`config.mk`:
```
export PLATFORM = sky130hd
export DESIGN_NAME = ptrd_expand
export DESIGN_NICKNAME = d
export VERILOG_FILES = /design/src/hw/rtl/ptrd_pkg.sv /design/src/hw/rtl/ptrd_expand.sv
export SDC_FILE = /design/constraint.sdc
export NUM_CORES = 1
export LEC_CHECK = 0
export BUFFER_PORTS_ARGS = -buffer_cell sky130_fd_sc_hd__buf_4
export CAP_MARGIN = 20
export CORE_ASPECT_RATIO = 0.6
export CORE_MARGIN = 3
export CORE_UTILIZATION = 38
export DETAILED_ROUTE_END_ITERATION = 8
export GPL_TIMING_DRIVEN = 0
export PLACE_DENSITY = 0.71
export SYNTH_ARGS = -nofsm -noshare
export SYNTH_HDL_FRONTEND = slang
export SYNTH_SLANG_ARGS = --single-unit
```
`constraint.sdc`:
```
create_clock -name clk -period 2.3 [get_ports clk]
set_clock_uncertainty 0.15 [all_clocks]
set_input_delay 0.23 -clock clk [delete_from_list [all_inputs] [get_ports clk]]
set_output_delay 0.23 -clock clk [all_outputs]
set_load 0.01 [all_outputs]
```
`src/hw/rtl/ptrd_pkg.sv`:
```
// ----------------------------------------------------------------------------
// ptrd_pkg: shared types and constants of the packed texture record decoder
// Phase, result kind and error codes, register indexes, dictionary sizing and
// the result descriptor that travels from the control unit to the output stage.
// ----------------------------------------------------------------------------
`default_nettype none

package ptrd_pkg;

  // Dictionary sizing
  localparam int DICT_DEPTH = 4096;
  localparam int DICT_AW    = $clog2(DICT_DEPTH);
  localparam int CNT_W      = $clog2(DICT_DEPTH + 1);

  // Marker of a packed record
  localparam logic [15:0] PACKED_MARK = 16'hFFFF;

  // Configuration register indexes
  localparam int          CFG_IDX_W      = 1;
  localparam logic [0:0]  REG_MAX_WIDTH  = 1'b0;
  localparam logic [0:0]  REG_MAX_HEIGHT = 1'b1;

  typedef enum logic [2:0] {
    PH_FIRST,
    PH_ALPHA,
    PH_WIDTH,
    PH_HEIGHT,
    PH_COUNT,
    PH_DICT,
    PH_CODES,
    PH_RAW
  } phase_t;

  typedef enum logic [1:0] {
    KIND_INFO  = 2'd0,
    KIND_PIXEL = 2'd1,
    KIND_ERROR = 2'd2
  } kind_t;

  typedef enum logic [1:0] {
    ERR_NONE = 2'd0,
    ERR_SIZE = 2'd1,
    ERR_DICT = 2'd2,
    ERR_CODE = 2'd3
  } err_t;

  // Result descriptor between control and output stage
  typedef struct packed {
    logic        valid;
    kind_t       kind;
    logic        from_dict;  // pixel value comes from the dictionary read
    logic [15:0] raw_pix;
    logic [15:0] img_w;
    logic [15:0] img_h;
    logic        has_alpha;
    err_t        err;
    logic        last;
  } req_t;

endpackage

`default_nettype wire

```
`src/hw/rtl/ptrd_expand.sv`:
```
// ----------------------------------------------------------------------------
// ptrd_expand: pixel expansion and output register
// Picks the pixel from the dictionary read or the raw word, widens it to
// 8 bits per channel and holds the result until it is taken.
// ----------------------------------------------------------------------------
`default_nettype none

module ptrd_expand
  import ptrd_pkg::*;
(
  input  wire logic        clk,
  input  wire logic        rst_n,
  input  wire req_t        req,
  input  wire logic [15:0] rd_data,
  output logic             adv,
  output logic             out_valid,
  input  wire logic        out_ready,
  output logic [1:0]       out_kind,
  output logic [7:0]       out_red,
  output logic [7:0]       out_green,
  output logic [7:0]       out_blue,
  output logic [7:0]       out_alpha,
  output logic [15:0]      out_image_width,
  output logic [15:0]      out_image_height,
  output logic             out_has_alpha,
  output logic [1:0]       out_error_code,
  output logic             out_last
);

  logic        valid_r;
  logic [1:0]  kind_r;
  logic [7:0]  red_r, green_r, blue_r, alpha_r;
  logic [15:0] img_w_r, img_h_r;
  logic        has_alpha_r;
  logic [1:0]  err_r;
  logic        last_r;

  logic [15:0] pix;
  logic [7:0]  red_c, green_c, blue_c, alpha_c;

  assign adv = !valid_r || out_ready;

  // bit replication of ARGB4444 or RGB565
  always_comb begin
    pix     = req.from_dict ? rd_data : req.raw_pix;
    red_c   = '0;
    green_c = '0;
    blue_c  = '0;
    alpha_c = '0;
    if (req.kind == KIND_PIXEL) begin
      if (req.has_alpha) begin
        red_c   = {pix[11:8], pix[11:8]};
        green_c = {pix[7:4], pix[7:4]};
        blue_c  = {pix[3:0], pix[3:0]};
        alpha_c = {pix[15:12], pix[15:12]};
      end else begin
        red_c   = {pix[15:11], pix[15:13]};
        green_c = {pix[10:5], pix[10:9]};
        blue_c  = {pix[4:0], pix[4:2]};
      end
    end
  end

  // output valid
  always_ff @(posedge clk) begin
    if (!rst_n) begin
      valid_r <= 1'b0;
    end else if (adv) begin
      valid_r <= req.valid;
    end
  end

  // output payload
  always_ff @(posedge clk) begin
    if (adv) begin
      kind_r      <= req.kind;
      red_r       <= red_c;
      green_r     <= green_c;
      blue_r      <= blue_c;
      alpha_r     <= alpha_c;
      img_w_r     <= req.img_w;
      img_h_r     <= req.img_h;
      has_alpha_r <= req.has_alpha;
      err_r       <= req.err;
      last_r      <= req.last;
    end
  end

  assign out_valid        = valid_r;
  assign out_kind         = kind_r;
  assign out_red          = red_r;
  assign out_green        = green_r;
  assign out_blue         = blue_r;
  assign out_alpha        = alpha_r;
  assign out_image_width  = img_w_r;
  assign out_image_height = img_h_r;
  assign out_has_alpha    = has_alpha_r;
  assign out_error_code   = err_r;
  assign out_last         = last_r;

endmodule

`default_nettype wire

```
==> flow_metrics.env, run 1 <==
export IMPL_drive_gt1_frac=0.521
export IMPL_gp_congestion=0.740
export IMPL_io_pins=147
export IMPL_synthesis_nets=202
export IMPL_critPathArrivalTime_ps=1620
export IMPL_worst_slew_pin_transition_ps=889
export IMPL_slew_headroom=0.408
export IMPL_fin_crit_sh=0.868
export IMPL_yosysTopAreaCell="edfxtp_1"
export IMPL_cts_path_max_buffers=2
export IMPL_yosysMostFrequentCell="edfxtp_1"
export IMPL_synthArstFlopShare=0
export IMPL_grt_pass1_wl_microns=10300
export IMPL_dieArea_sq_mm=0.00744
export IMPL_swShare=0.215
export IMPL_start_util=0.414
export IMPL_wl_per_cell_microns=17.7
export IMPL_r2r_end="out_valid"
export IMPL_cts_sinks=67
export IMPL_fp_dieH_microns=68.0
export IMPL_rows=21
export IMPL_synth_distinct_cells=15
export IMPL_path_cells="nand2b_4 -> buf_4"
export IMPL_clkPwrFrac=0.376
export IMPL_synthTopCellsByArea="edfxtp_1, mux2i_1, o22ai_1"
export IMPL_setup_violations=0
export IMPL_power_density_mw_per_mm2=726
export IMPL_worst_path_max_delay_cell="nand2b_4"
export IMPL_critPathKind="flip-flop to output port"
export IMPL_synth_edf_count=66
export IMPL_power_switching_mw=0.663
export IMPL_setup_tns_ps=0
export IMPL_core_sq_mm=0.00589
export IMPL_routed_wl_microns=7190
export IMPL_ir_drop_mv=0.363
export IMPL_worst_setup_path_start_kind="flip-flop"
export IMPL_grt_pass1_vias=1927
export IMPL_whs_path_depth=2
export IMPL_reg2reg_depth=2
export IMPL_crit_buf_inv=1
export IMPL_synth_top_area_share=0.813
export IMPL_synth_avg_cell_area_sq_um=19.2
export IMPL_dp_cells=352
export IMPL_dp_hpwl_microns=4700
export IMPL_cts_resized=0
export IMPL_cellInternalPower_mw=2.42
export IMPL_hp_start="rst_n"
export IMPL_r2r_start="out_valid"
export IMPL_endpoint_kind="output port"
export IMPL_status="finished clean"
export IMPL_ys_seq_area_frac=0.821
export IMPL_cts_reportedPaths_clkPinSlew_ps=70
export IMPL_die_w_microns=109
export IMPL_numCtsBuffers=9
export IMPL_vias=1936
export IMPL_syn_inst=127
export IMPL_r2r_slack_ps=720
export IMPL_grt_total_usage=0.196
export IMPL_slew_violations=0
export IMPL_syn2layout_area_growth_pct=74.5
export IMPL_grt_ovfl_total=0
export IMPL_ys_ff_latch=67
export IMPL_final_cells=406
export IMPL_critPathTopFamily="simple AND/OR/NAND/NOR gates"
export IMPL_htree_levels=3
export IMPL_diodes=0
export IMPL_drv_cap=0
export IMPL_grt_max_degree=69
export IMPL_portBuffers=145
export IMPL_fillCellCount=396
export IMPL_p_leak_nw=1.91
export IMPL_root_buffer="clkbuf_8"
export IMPL_drcViolationCount=0
export IMPL_p_comb_frac=0.147
export IMPL_final_hold_violation_count=0
export IMPL_cpPeakStageDelay_ps=650
export IMPL_drt_iter0_drc=109
export IMPL_whs_endpoint="out_valid"
export IMPL_synth_flop_cell="edfxtp_1"
export IMPL_rsz0062_at_grt="no"
export IMPL_min_period_ps=2000
export IMPL_synth_common_cells="edfxtp_1, o22ai_1, mux2i_1, buf_4, nor2_1"
export IMPL_yosysWarnings=0
export IMPL_p_seq_frac=0.477
export IMPL_critPathRequiredTime_ps=1920
export IMPL_ant_nets=0
export IMPL_hold_path_class="primary input to flip-flop"
export IMPL_syn_area_sq_mm=0.00244
export IMPL_cts_tree="done"
export IMPL_crit_fanout=68
export IMPL_fmax_mhz=501
export IMPL_antenna_found_initial=0
export IMPL_clk_latency_ps=330
export IMPL_via_per_inst=4.77
export IMPL_nNetsFinal=396
export IMPL_first_pass_iters=4
state kept, by name, summed over array words and instances, names as in the netlist:
| name | cells |
|---|---|
| out_error_code | 2 |
| out_red | 8 |
| out_green | 8 |
| out_kind | 2 |
| out_image_height | 16 |
| out_last | 1 |
| out_image_width | 16 |
| out_alpha | 4 |
| out_has_alpha | 1 |
| out_valid | 1 |
| out_blue | 8 |
logic make-up after synthesis:
group | count (synthesis) | synth area share
muxes | 16 | 0.0657
AOI/OAI and AO/OA | 24 | 0.0621
buffers and inverters | 12 | 0.0323
DFF | 67 | 0.821
and+or+nand+nor | 8 | 0.0185
metrics by stage:
step	util	area (sq um)	hold slack [ps]	power, mW	setup WS, ps
final	0.723	4250	30.7	3.09	303
after CTS	0.723	4250	15.6	3.10	284
after global routing	0.723	4250	2.00	3.22	203
after floorplan	-	2440	179	1.63	552
after global placement	0.616	3630	258	1.89	98.9
after detailed placement	0.617	3630	259	1.90	595
cells in the final DEF, fill, tap and decap left out:
| master | instances |
|---|---|
| mux2i_1 | 16 |
| buf_4 | 149 |
| clkinvlp_4 | 1 |
| or3b_1 | 1 |
| a21boi_0 | 1 |
| nand2b_4 | 1 |
| inv_1 | 1 |
| dlygate4sd3_1 | 38 |
| dfxtp_1 | 1 |
| clkbuf_1 | 2 |
| clkinv_1 | 1 |
| clkinv_2 | 1 |
| nor2_1 | 4 |
| o22ai_1 | 23 |
| clkbuf_8 | 9 |
| nor3b_1 | 1 |
| buf_2 | 3 |
| inv_6 | 1 |
| nand3b_1 | 1 |
| edfxtp_1 | 66 |
| buf_6 | 2 |
| bufinv_16 | 3 |
worst max path at each step:
| stage | start | to | slack, ps | cells past startpoint |
|---|---|---|---|---|
| 2_1_floorplan | out_valid | out_alpha[3] | 550 | 1 |
| 3_3_place_gp | out_ready | adv | 100 | 3 |
| 3_5_place_dp | req[53] | out_green[1] | 600 | 4 |
| 4_1_cts | out_valid | adv | 280 | 2 |
| 5_1_grt | out_valid | adv | 200 | 2 |
| 6_report | out_valid | adv | 300 | 2 |
cell type report:
type / instances / area (sq um) / area share
buffer: 11 / 75.1 / 0.0177
clock buffer: 9 / 124 / 0.0291
clock inverter: 7 / 115 / 0.0271
inverter: 1 / 3.75 / 0.000883
multi-input combinational: 48 / 364 / 0.0856
sequential: 67 / 2000 / 0.471
tap: 80 / 100 / 0.0235
timing repair buffer: 183 / 1470 / 0.345
worst register-to-register path, cell delays in order (launching register included):
cell,delay (ps)
dfxtp_1,350
nand2b_4,650
a21boi_0,270
metal layers:
layer | global-route usage | vias to the layer above | routed length [microns]
li1 | - | 899 | -
met1 | 0.216 | 909 | 2590
met2 | 0.338 | 118 | 3640
met3 | 0.0924 | 10 | 858
met4 | 0.0684 | 0 | 106
met5 | 0 | - | 0
power groups by stage:
stage                     Combinational (mW)  Sequential (mW)  Clock, mW
after detailed placement               0.400             1.50          0
after global routing                   0.487             1.48       1.25
after floorplan                       0.0865             1.54          0
final                                  0.453             1.47       1.16
after global placement                 0.395             1.49          0
after CTS                              0.454             1.47       1.18
what timing repair did:
action,CTS,global route
hold endpoints to repair,38,0
hold buffers,38,0
buffers inserted,0,0
endpoints found under the setup margin,0,0
(Power assumes the default switching activity.)
==> run 2: changes to the inputs <==
--- a/config.mk
+++ b/config.mk
@@ -12,7 +12,7 @@
 export CORE_UTILIZATION = 38
 export DETAILED_ROUTE_END_ITERATION = 8
 export GPL_TIMING_DRIVEN = 0
-export PLACE_DENSITY = 0.71
+export PLACE_DENSITY = 0.75
 export SYNTH_ARGS = -nofsm -noshare
 export SYNTH_HDL_FRONTEND = slang
 export SYNTH_SLANG_ARGS = --single-unit
==> flow_metrics.env, run 2 (synthesis results as in run 1) <==
export IMPL_status="finished clean"
export IMPL_ant_nets=0
export IMPL_final_util=0.719
export IMPL_cts_hold_fix_buffers=40
export IMPL_drcViolationCount=0
export IMPL_root_buffer="clkbuf_8"
export IMPL_nNetsFinal=398
export IMPL_p_leak_nw=1.90
export IMPL_grt_pass1_vias=1881
export IMPL_layout_commonest_cell="buf_4"
export IMPL_ir_drop_mv=0.349
export IMPL_drive_gt1_frac=0.521
export IMPL_min_period_ps=2070
export IMPL_endpoint_kind="flip-flop"
export IMPL_grt_max_degree=69
export IMPL_setup_tns_ps=0
export IMPL_clk_latency_ps=330
export IMPL_drt_iter0_drc=87
export IMPL_placed_cell_area_sq_mm=0.00363
export IMPL_cts_path_max_buffers=2
export IMPL_fp_dieH_microns=68.0
export IMPL_syn2layout_area_growth_pct=73.7
export IMPL_critPathRequiredTime_ps=2370
export IMPL_grt_pass1_wl_microns=10000
export IMPL_first_pass_iters=4
export IMPL_rsz0062_at_grt="no"
export IMPL_fin_crit_sh=0.900
export IMPL_rows=21
export IMPL_fin_ws_ps=230
export IMPL_routed_wl_microns=7320
export IMPL_cts_sinks=67
export IMPL_antenna_found_initial=0
export IMPL_io_pins=147
export IMPL_worst_path_max_delay_cell="nand2b_4"
export IMPL_start_util=0.414
export IMPL_path_cells="nand2b_4 -> a21boi_0 -> dlygate4sd3_1"
export IMPL_diodes=0
export IMPL_gp_congestion=0.658
export IMPL_final_hold_violation_count=0
export IMPL_portBuffers=145
export IMPL_crit_fanout=68
export IMPL_via_per_inst=4.66
export IMPL_fin_area_sq_mm=0.00423
export IMPL_numCtsBuffers=9
export IMPL_cpPeakStageDelay_ps=650
export IMPL_critPathArrivalTime_ps=2140
export IMPL_drv_cap=0
export IMPL_die_w_microns=109
export IMPL_whs_ps=97.7
export IMPL_slew_headroom=0.406
export IMPL_grt_total_usage=0.191
export IMPL_wl_per_cell_microns=18.0
export IMPL_fmax_mhz=483
export IMPL_cts_tree="done"
export IMPL_cts_resized=0
export IMPL_pre_cts_slack_ps=606
export IMPL_setup_violations=0
export IMPL_dieArea_sq_mm=0.00744
export IMPL_worst_setup_path_start_kind="flip-flop"
export IMPL_hold_path_class="primary input to flip-flop"
export IMPL_r2r_slack_ps=230
export IMPL_worst_slew_pin_transition_ps=891
export IMPL_cts_reportedPaths_clkPinSlew_ps=80
export IMPL_post_cts_buffers=0
export IMPL_vias=1901
export IMPL_final_cell_mix="buf_4, edfxtp_1, dlygate4sd3_1"
export IMPL_core_sq_mm=0.00589
export IMPL_htree_levels=3
export IMPL_power_density_mw_per_mm2=685
export IMPL_grt_ovfl_total=0
export IMPL_slew_violations=0
export IMPL_critPathKind="flip-flop to flip-flop"
==> run 2: cell count changes in the layout (fill, tap and decap cells not counted) <==
| cell | previous run | this run |
|---|---|---|
| inv_6 | 1 | 2 |
| clkinv_1 | 1 | 0 |
| bufinv_16 | 3 | 1 |
| clkinv_4 | 0 | 2 |
| clkinv_2 | 1 | 2 |
| dlygate4sd3_1 | 38 | 40 |
| clkinvlp_4 | 1 | 0 |
==> run 2: power breakdown <==
part | internal, mW | switching [mW] | total [mW] | leakage (nW)
sequential | 1.44 | 0.0295 | 1.47 | 0.722
combinational | 0.267 | 0.191 | 0.458 | 1.08
clock | 0.508 | 0.462 | 0.970 | 0.104
total | 2.22 | 0.683 | 2.90 | 1.90
==> run 2: through the flow <==
stage          total power [mW]  cells
2_1_floorplan              1.63    127
3_3_place_gp               1.89    352
3_5_place_dp               1.90    352
4_1_cts                    2.91    408
5_1_grt                    3.03    408
6_report                   2.90    408
==> run 2: final timing paths <==
kind                            cells past startpoint       from             endpoint
worst max-delay path                                3  out_valid            out_valid
worst min-delay path                                3    req[48]         out_alpha[4]
worst max register to register                      3  out_valid            out_valid
worst min register to register                      1  out_valid  out_image_width[10]
==> run 2: cell type report <==
type	instances	area [sq um]
Tap cell	80	100
Clock buffer	9	124
Multi-Input combinational cell	48	364
Inverter	1	3.75
Sequential cell	67	2000
Fill cell	386	1650
Clock inverter	7	75.1
Buffer	11	75.1
Timing Repair Buffer	185	1490
==> run 2: worst max-delay path: cells and delay by family (launching register included) <==
family                 cells  cell delay (ps)
AND/OR/NAND/NOR            1              650
flip-flops                 1              340
AO/OA/AOI/OAI              1              210
buffers and inverters      1              610
==> run 2: metal layers <==
| metal | vias up | part of all wire | global-route usage | wire [microns] |
|---|---|---|---|---|
| met1 | 900 | 0.37 | 0.211 | 2680 |
| li1 | 902 | - | - | - |
| met2 | 88 | 0.54 | 0.340 | 3930 |
| met5 | - | 0 | 0 | 0 |
| met4 | 0 | 0.024 | 0.0793 | 173 |
| met3 | 11 | 0.074 | 0.0669 | 541 |
