[src/hw/rtl/ptrd_pkg.sv]
// ----------------------------------------------------------------------------
// ptrd_pkg: shared types and constants of the packed texture record decoder
// Phase, result kind and error codes, register indexes, dictionary sizing and
// the result descriptor that travels from the control unit to the output stage.
// ----------------------------------------------------------------------------
`default_nettype none

package ptrd_pkg;

  // Dictionary sizing
  localparam int DICT_DEPTH = 4096;
  localparam int DICT_AW    = $clog2(DICT_DEPTH);
  localparam int CNT_W      = $clog2(DICT_DEPTH + 1);

  // Marker of a packed record
  localparam logic [15:0] PACKED_MARK = 16'hFFFF;

  // Configuration register indexes
  localparam int          CFG_IDX_W      = 1;
  localparam logic [0:0]  REG_MAX_WIDTH  = 1'b0;
  localparam logic [0:0]  REG_MAX_HEIGHT = 1'b1;

  typedef enum logic [2:0] {
    PH_FIRST,
    PH_ALPHA,
    PH_WIDTH,
    PH_HEIGHT,
    PH_COUNT,
    PH_DICT,
    PH_CODES,
    PH_RAW
  } phase_t;

  typedef enum logic [1:0] {
    KIND_INFO  = 2'd0,
    KIND_PIXEL = 2'd1,
    KIND_ERROR = 2'd2
  } kind_t;

  typedef enum logic [1:0] {
    ERR_NONE = 2'd0,
    ERR_SIZE = 2'd1,
    ERR_DICT = 2'd2,
    ERR_CODE = 2'd3
  } err_t;

  // Result descriptor between control and output stage
  typedef struct packed {
    logic        valid;
    kind_t       kind;
    logic        from_dict;  // pixel value comes from the dictionary read
    logic [15:0] raw_pix;
    logic [15:0] img_w;
    logic [15:0] img_h;
    logic        has_alpha;
    err_t        err;
    logic        last;
  } req_t;

endpackage

`default_nettype wire

[src/hw/rtl/ptrd_ctrl.sv]
// ----------------------------------------------------------------------------
// ptrd_ctrl: record parser and bit-serial code unpacker
// Walks the record header, loads the dictionary, shifts packed code words one
// bit per unstalled cycle into the code register, issues result descriptors.
// ----------------------------------------------------------------------------
`default_nettype none

module ptrd_ctrl
  import ptrd_pkg::*;
(
  input  wire logic                 clk,
  input  wire logic                 rst_n,
  // input items
  input  wire logic                 in_valid,
  output logic                      in_ready,
  input  wire logic [15:0]          in_record_word,
  // configuration writes
  input  wire logic                 cfg_valid,
  input  wire logic [CFG_IDX_W-1:0] cfg_index,
  input  wire logic [15:0]          cfg_data,
  // pipeline advance from the output stage
  input  wire logic                 adv,
  // dictionary ports
  output logic                      mem_we,
  output logic [DICT_AW-1:0]        mem_waddr,
  output logic [15:0]               mem_wdata,
  output logic [DICT_AW-1:0]        mem_raddr,
  // result descriptor
  output req_t                      req
);

  // ceil(log2 cnt), at least 1
  function automatic logic [4:0] code_width_of(input logic [15:0] cnt);
    logic [15:0] m;
    logic [4:0]  cw;
    m  = cnt - 16'd1;
    cw = 5'd1;
    if (cnt > 16'd2) begin
      for (int i = 1; i < 16; i++) begin
        if (m[i]) cw = 5'(i + 1);
      end
    end
    return cw;
  endfunction

  phase_t             phase_r,  phase_nxt;
  logic               alpha_r,  alpha_nxt;
  logic               packed_r, packed_nxt;
  logic [15:0]        max_w_r,  max_w_nxt;
  logic [15:0]        max_h_r,  max_h_nxt;
  logic [15:0]        width_r,  width_nxt;
  logic [15:0]        col_r,    col_nxt;     // pixels left in the current row
  logic [15:0]        row_r,    row_nxt;     // rows left, current one included
  logic [CNT_W-1:0]   count_r,  count_nxt;
  logic [CNT_W-1:0]   fill_r,   fill_nxt;
  logic [4:0]         cw_r,     cw_nxt;
  logic [15:0]        part_r,   part_nxt;
  logic [4:0]         pbits_r,  pbits_nxt;
  logic [15:0]        sh_r,     sh_nxt;      // code word shift register
  logic [3:0]         bits_r,   bits_nxt;    // bits left in sh_r
  logic               busy_r,   busy_nxt;
  req_t               req_r,    req_nxt;

  logic               in_acc;
  logic               bit_go;
  logic               bit_in;
  logic [15:0]        part_ext;
  logic [4:0]         pbits_inc;
  logic               px_go;
  logic               px_last;
  logic [CNT_W-1:0]   fill_inc;

  assign in_ready = adv && !busy_r;
  assign in_acc   = in_valid && in_ready;
  assign bit_go   = adv && (busy_r || (in_acc && phase_r == PH_CODES));
  assign req      = req_r;

  // next state and descriptor
  always_comb begin
    phase_nxt  = phase_r;
    alpha_nxt  = alpha_r;
    packed_nxt = packed_r;
    max_w_nxt  = max_w_r;
    max_h_nxt  = max_h_r;
    width_nxt  = width_r;
    col_nxt    = col_r;
    row_nxt    = row_r;
    count_nxt  = count_r;
    fill_nxt   = fill_r;
    cw_nxt     = cw_r;
    part_nxt   = part_r;
    pbits_nxt  = pbits_r;
    sh_nxt     = sh_r;
    bits_nxt   = bits_r;
    busy_nxt   = busy_r;
    req_nxt    = req_r;

    bit_in    = busy_r ? sh_r[15] : in_record_word[15];
    part_ext  = {part_r[14:0], bit_in};
    pbits_inc = pbits_r + 5'd1;
    px_last   = (col_r == 16'd1) && (row_r == 16'd1);
    px_go     = 1'b0;
    fill_inc  = fill_r + CNT_W'(1);

    mem_we    = 1'b0;
    mem_waddr = fill_r[DICT_AW-1:0];
    mem_wdata = in_record_word;
    mem_raddr = part_ext[DICT_AW-1:0];

    if (adv) begin
      req_nxt           = '0;
      req_nxt.has_alpha = alpha_r;
    end

    // configuration registers
    if (cfg_valid) begin
      case (cfg_index)
        REG_MAX_WIDTH:  max_w_nxt = cfg_data;
        REG_MAX_HEIGHT: max_h_nxt = cfg_data;
        default: ;
      endcase
    end

    // one word taken per accept
    if (in_acc) begin
      case (phase_r)
        PH_FIRST: begin
          if (in_record_word == PACKED_MARK) begin
            packed_nxt = 1'b1;
            phase_nxt  = PH_ALPHA;
          end else begin
            packed_nxt = 1'b0;
            alpha_nxt  = (in_record_word != 16'd0);
            phase_nxt  = PH_WIDTH;
          end
        end
        PH_ALPHA: begin
          alpha_nxt = (in_record_word != 16'd0);
          phase_nxt = PH_WIDTH;
        end
        PH_WIDTH: begin
          width_nxt = in_record_word;
          phase_nxt = PH_HEIGHT;
        end
        PH_HEIGHT: begin
          req_nxt.valid = 1'b1;
          if (width_r > max_w_r || in_record_word > max_h_r) begin
            req_nxt.kind = KIND_ERROR;
            req_nxt.err  = ERR_SIZE;
            req_nxt.last = 1'b1;
            phase_nxt    = PH_FIRST;
          end else begin
            req_nxt.kind  = KIND_INFO;
            req_nxt.img_w = width_r;
            req_nxt.img_h = in_record_word;
            col_nxt       = width_r;
            row_nxt       = in_record_word;
            if (width_r == 16'd0 || in_record_word == 16'd0) begin
              req_nxt.last = 1'b1;
              phase_nxt    = PH_FIRST;
            end else begin
              phase_nxt = packed_r ? PH_COUNT : PH_RAW;
            end
          end
        end
        PH_COUNT: begin
          count_nxt = CNT_W'(in_record_word);
          fill_nxt  = '0;
          part_nxt  = '0;
          pbits_nxt = '0;
          cw_nxt    = code_width_of(in_record_word);
          if (17'(in_record_word) > 17'(DICT_DEPTH)) begin
            req_nxt.valid = 1'b1;
            req_nxt.kind  = KIND_ERROR;
            req_nxt.err   = ERR_DICT;
            req_nxt.last  = 1'b1;
            phase_nxt     = PH_FIRST;
          end else begin
            phase_nxt = (in_record_word == 16'd0) ? PH_CODES : PH_DICT;
          end
        end
        PH_DICT: begin
          mem_we   = 1'b1;
          fill_nxt = fill_inc;
          if (fill_inc >= count_r) phase_nxt = PH_CODES;
        end
        PH_CODES: begin
          // first bit is taken straight from the port below
          sh_nxt   = {in_record_word[14:0], 1'b0};
          bits_nxt = 4'd15;
          busy_nxt = 1'b1;
        end
        PH_RAW: begin
          req_nxt.valid     = 1'b1;
          req_nxt.kind      = KIND_PIXEL;
          req_nxt.raw_pix   = in_record_word;
          px_go             = 1'b1;
        end
        default: ;
      endcase
    end

    // one code bit per cycle while the pipeline advances
    if (bit_go) begin
      if (busy_r) begin
        sh_nxt   = {sh_r[14:0], 1'b0};
        bits_nxt = bits_r - 4'd1;
        if (bits_r == 4'd1) busy_nxt = 1'b0;
      end
      if (pbits_inc == cw_r) begin
        part_nxt      = '0;
        pbits_nxt     = '0;
        req_nxt.valid = 1'b1;
        if (17'(part_ext) >= 17'(count_r)) begin
          req_nxt.kind = KIND_ERROR;
          req_nxt.err  = ERR_CODE;
          req_nxt.last = 1'b1;
          phase_nxt    = PH_FIRST;
          busy_nxt     = 1'b0;
        end else begin
          req_nxt.kind      = KIND_PIXEL;
          req_nxt.from_dict = 1'b1;
          px_go             = 1'b1;
          if (px_last) busy_nxt = 1'b0;
        end
      end else begin
        part_nxt  = part_ext;
        pbits_nxt = pbits_inc;
      end
    end

    // pixel countdown
    if (px_go) begin
      req_nxt.last = px_last;
      if (px_last) phase_nxt = PH_FIRST;
      if (col_r == 16'd1) begin
        col_nxt = width_r;
        row_nxt = row_r - 16'd1;
      end else begin
        col_nxt = col_r - 16'd1;
      end
    end
  end

  // control registers
  always_ff @(posedge clk) begin
    if (!rst_n) begin
      phase_r  <= PH_FIRST;
      alpha_r  <= 1'b0;
      packed_r <= 1'b0;
      max_w_r  <= 16'd256;
      max_h_r  <= 16'd256;
      count_r  <= '0;
      fill_r   <= '0;
      cw_r     <= 5'd1;
      part_r   <= '0;
      pbits_r  <= '0;
      bits_r   <= '0;
      busy_r   <= 1'b0;
      req_r    <= '0;
    end else begin
      phase_r  <= phase_nxt;
      alpha_r  <= alpha_nxt;
      packed_r <= packed_nxt;
      max_w_r  <= max_w_nxt;
      max_h_r  <= max_h_nxt;
      count_r  <= count_nxt;
      fill_r   <= fill_nxt;
      cw_r     <= cw_nxt;
      part_r   <= part_nxt;
      pbits_r  <= pbits_nxt;
      bits_r   <= bits_nxt;
      busy_r   <= busy_nxt;
      req_r    <= req_nxt;
    end
  end

  // data registers
  always_ff @(posedge clk) begin
    width_r <= width_nxt;
    col_r   <= col_nxt;
    row_r   <= row_nxt;
    sh_r    <= sh_nxt;
  end

endmodule

`default_nettype wire

[config.mk]
export PLATFORM = sky130hd
export DESIGN_NAME = ptrd_ctrl
export DESIGN_NICKNAME = d
export VERILOG_FILES = /design/src/hw/rtl/ptrd_pkg.sv /design/src/hw/rtl/ptrd_ctrl.sv
export SDC_FILE = /design/constraint.sdc
export NUM_CORES = 1
export LEC_CHECK = 0
export BUFFER_PORTS_ARGS = -buffer_cell sky130_fd_sc_hd__buf_2
export CAP_MARGIN = 20
export CORE_ASPECT_RATIO = 2
export CORE_MARGIN = 5
export CORE_UTILIZATION = 30
export DETAILED_ROUTE_END_ITERATION = 10
export PLACE_DENSITY = 0.57
export REMOVE_ABC_BUFFERS = 1
export SYNTH_ARGS = -nofsm -noshare
export SYNTH_HDL_FRONTEND = slang
export SYNTH_SLANG_ARGS = --single-unit
[constraint.sdc]
create_clock -name clk -period 3.75 [get_ports clk]
set_input_delay 0.375 -clock clk [delete_from_list [all_inputs] [get_ports clk]]
set_output_delay 0.375 -clock clk [all_outputs]
set_load 0.02 [all_outputs]
==> impl_metrics.csv <==
group,metric,value,unit
placement,place_area,12200,um^2
drt,drtPass1Iterations,5,
clocking,htree_num_levels,1,
timing,setup_viol,0,
floorplan,die_area,41800,um^2
clocking,cts_resized,0,
hold_path,hold_start,"cfg_data[6]",
timing,rsz0062_at_grt,"false",
hold_path,holdPathEnd,"max_w_r[6]",
global_routing,grt_max_degree,77,
yosys,synth_area,11300,um^2
setup_path,max_stage_delay,0.86,ns
drt,route.detailed.drc,0,
setup_path,reg2reg_depth,12,
clocking,tritoncts,"done",
global_routing,grt_usage,17.6,%
final_layout,finalNetCount,1538,
final_layout,multi_input_area,5820,um^2
global_routing,grt_pass1_wl,57900,um
clocking,clockBufferDepth,3,
timing,max_slew_margin,27.0,%
placement,placed_cells,1861,
placement,dp_hpwl,28400,um
floorplan,die_h,284,um
global_routing,grt_pass1_vias,9798,
yosys,ys_top_cells_by_area,"dfxtp_1, edfxtp_1, ha_1",
yosys,synth_common_cells,"dfxtp_1, nand2_1, nor2_1",
clocking,ctsHoldBuffers,0,
yosys,syn_inst,1349,
final_layout,utilization,35.2,%
drt,vias,9951,
setup_path,worstSetupPathType,"flop to flop",
final_layout,drive_gt1_share,16.2,%
setup_path,path_max_fanout,27,
yosys,yosysTopAreaCellShare,32.2,%
status,status,"finished clean",
timing,report.final.slew_viol_count,0,
floorplan,ioPinCount,136,
setup_path,regToRegSetupSlack,0.46,ns
drt,via_per_inst,5.23,
clocking,cts.sinks,213,
floorplan,coreArea,37200,um^2
setup_path,critPathCaptureType,"flop",
global_routing,grt_overflow,0,
hold_path,whs_path_depth,3,
placement,io_buffers,135,
timing,min_period_over_period,87.7,%
timing,tightest_slew,1.09,ns
setup_path,cp.required,4.16,ns
final_layout,stdcell_area,13100,um^2
timing,hold_ws,0.117,ns
clocking,clk_latency,0.53,ns
setup_path,timing.rr.start,"busy_r",
yosys,ys_seq_elements,213,
final_layout,synthToLayoutAreaGrowth,16.0,%
timing,period_minus_slack,3.29,ns
timing,finalHoldViolCount,0,
yosys,yosysSeqAreaShare,40.7,%
setup_path,cp_slowest_cell,"o21ai_2",
timing,fmax,304,MHz
yosys,syn_avg_cell_area,8.35,um^2
drt,drt-initial-drc-count,679,
yosys,synth_ff_type,"dfxtp_1",
yosys,synth_largest_area_cell,"dfxtp_1",
hold_path,hold_class,"primary input to flop",
power,p_leak,5.25,nW
clocking,cts_setup_buffers,0,
floorplan,initial_core_util,30.3,%
clocking,clk_pin_slew,0.07,ns
setup_path,startpoint_type,"flop",
floorplan,rows,100,
yosys,ys_types,65,
final_layout,antenna_cells,0,
floorplan,die_width,147,um
global_routing,antenna_found_initial,1,
setup_path,critical_path.top_delay_family,"compound AO/OA/AOI/OAI gates",
setup_path,cp_cell_sequence,"mux2_2 -> inv_1 -> ha_1 -> nor2b_1 -> o21ai_0 -> a21oi_1 -> nor4_1 -> buf_4 -> nor3_2 -> o21ai_2 -> o21ai_0 -> a221oi_1",
yosys,yosysMostFrequentCell,"dfxtp_1",
timing,skew,0.0242,ns
setup_path,crit_buf_inv,2,
yosys,synth-async-reset-ratio,0,%
yosys,synth_edf_count,32,
drt,final_antenna_net_count,0,
power,peakVddDrop,0.000350,V
yosys,yosys_warnings,0,
setup_path,cp_common_cell,"o21ai_0",
drt,wl_per_cell,20.0,um
placement,place.gp.congestion,0.926,
final_layout,finalNonFillerCells,1904,
clocking,cts_buffers,22,
setup_path,critPathArrivalTime,3.70,ns
final_layout,fillers,3786,
job,drv_cap,0,
drt,routed_wl,38100,um
setup_path,regToRegEndpoint,"row_r[12]",
final_layout,seqCellArea,4580,um^2
clocking,cts_root_buffer,"clkbuf_16",
power,power_density,411,nW/um^2
## kinds of logic after synthesis
family	synth area share, %
adder cells (fa/ha/maj)	7.89
XOR/XNOR	2.95
multiplexers	2.20
AO/OA/AOI/OAI	18.9
AND/OR/NAND/NOR	19.4
buffers and inverters	7.92
flip-flops	40.7
## state kept, by name, indices dropped and copies added, names as in the netlist
signal    cells
max_w_r      16
sh_r         16
count_r      13
row_r        16
pbits_r       5
part_r       15
col_r        16
packed_r      1
width_r      16
max_h_r      16
cw_r          5
phase_r       3
req          56
alpha_r       1
bits_r        4
fill_r       13
busy_r        1
## worst reg2reg max path, stage by stage, from the launching register on
cell and delay [ns]:
dfxtp_1 0.43, mux2_2 0.39, inv_1 0.06, ha_1 0.11, nor2b_1 0.04, o21ai_0 0.15
a21oi_1 0.08, nor4_1 0.24, buf_4 0.19, nor3_2 0.10, o21ai_2 0.86, o21ai_0 0.23
a221oi_1 0.30
## power breakdown
part	internal, mW	total [mW]	switching (mW)	leakage (nW)
sequential	2.40	2.48	0.0806	1.76
combinational	0.165	0.481	0.316	3.10
clock	1.43	2.41	0.974	0.394
total	4.00	5.37	1.37	5.25
## metal layers
layer | up-vias | share of wire (%) | global-route usage [%]
met4 | 2 | 5.2 | 9.05
met5 | - | 0.034 | 0
met3 | 87 | 4.0 | 2.55
met2 | 241 | 54 | 33.8
li1 | 4855 | - | -
met1 | 4766 | 37 | 18.1
## cell type report
cell class	instances	area share [%]
multi-input cells	942	44.6
flip-flops and latches	213	35.1
repair buffers	176	7.77
clock buffers	33	5.33
well taps	459	4.39
inverters	74	2.14
clock inverters	7	0.737
## worst max path at each step
| stage | from | endpoint | depth (start not counted) |
|---|---|---|---|
| floorplan | in_record_word[9] | col_r[0] | 7 |
| global placement | in_record_word[15] | col_r[7] | 13 |
| detailed placement | in_record_word[15] | row_r[14] | 13 |
| CTS | busy_r | row_r[14] | 12 |
| global route | busy_r | row_r[12] | 12 |
| finish | busy_r | row_r[12] | 12 |
## placed cells by master, fill, tap and decap left out, types with 5 or more instances in the layout
| cell type | Yosys | layout |
|---|---|---|
| dfxtp_1 | 181 | 181 |
| nand2_1 | 177 | 177 |
| buf_2 | 5 | 135 |
| nor2_1 | 133 | 132 |
| a21oi_1 | 99 | 99 |
| a22oi_1 | 75 | 75 |
| inv_1 | 73 | 72 |
| ha_1 | 71 | 71 |
| o21ai_0 | 55 | 55 |
| buf_4 | 40 | 38 |
| edfxtp_1 | 32 | 32 |
| nor3_1 | 30 | 29 |
| clkbuf_16 | 0 | 25 |
| xnor2_1 | 23 | 23 |
| mux2i_1 | 21 | 21 |
| nand3_1 | 19 | 19 |
| nand4_1 | 16 | 16 |
| a21o_1 | 16 | 16 |
| xor2_1 | 15 | 15 |
| o21ai_1 | 15 | 15 |
| nor4_1 | 14 | 14 |
| nor2b_1 | 13 | 13 |
| and2_1 | 11 | 11 |
| a31oi_1 | 11 | 11 |
| nand2b_1 | 11 | 11 |
| or3_1 | 10 | 10 |
| o21a_1 | 8 | 8 |
| nand3b_1 | 8 | 8 |
| o211ai_1 | 7 | 7 |
| o32ai_1 | 7 | 7 |
| and3_1 | 6 | 6 |
| a211oi_1 | 6 | 6 |
| o22ai_1 | 6 | 6 |
| and4_1 | 5 | 5 |
## stage by stage
step | setup slack [ns] | TNS, ns | power [mW]
final | 0.462 | 0 | 5.37
after global routing | 0.183 | 0 | 5.56
after CTS | 0.490 | 0 | 5.42
after detailed placement | 0.520 | 0 | 3.01
after global placement | 0.558 | 0 | 2.99
after floorplan | -0.912 | -36.53 | 2.75
No activity file was read; power rests on OpenSTA's default activity.
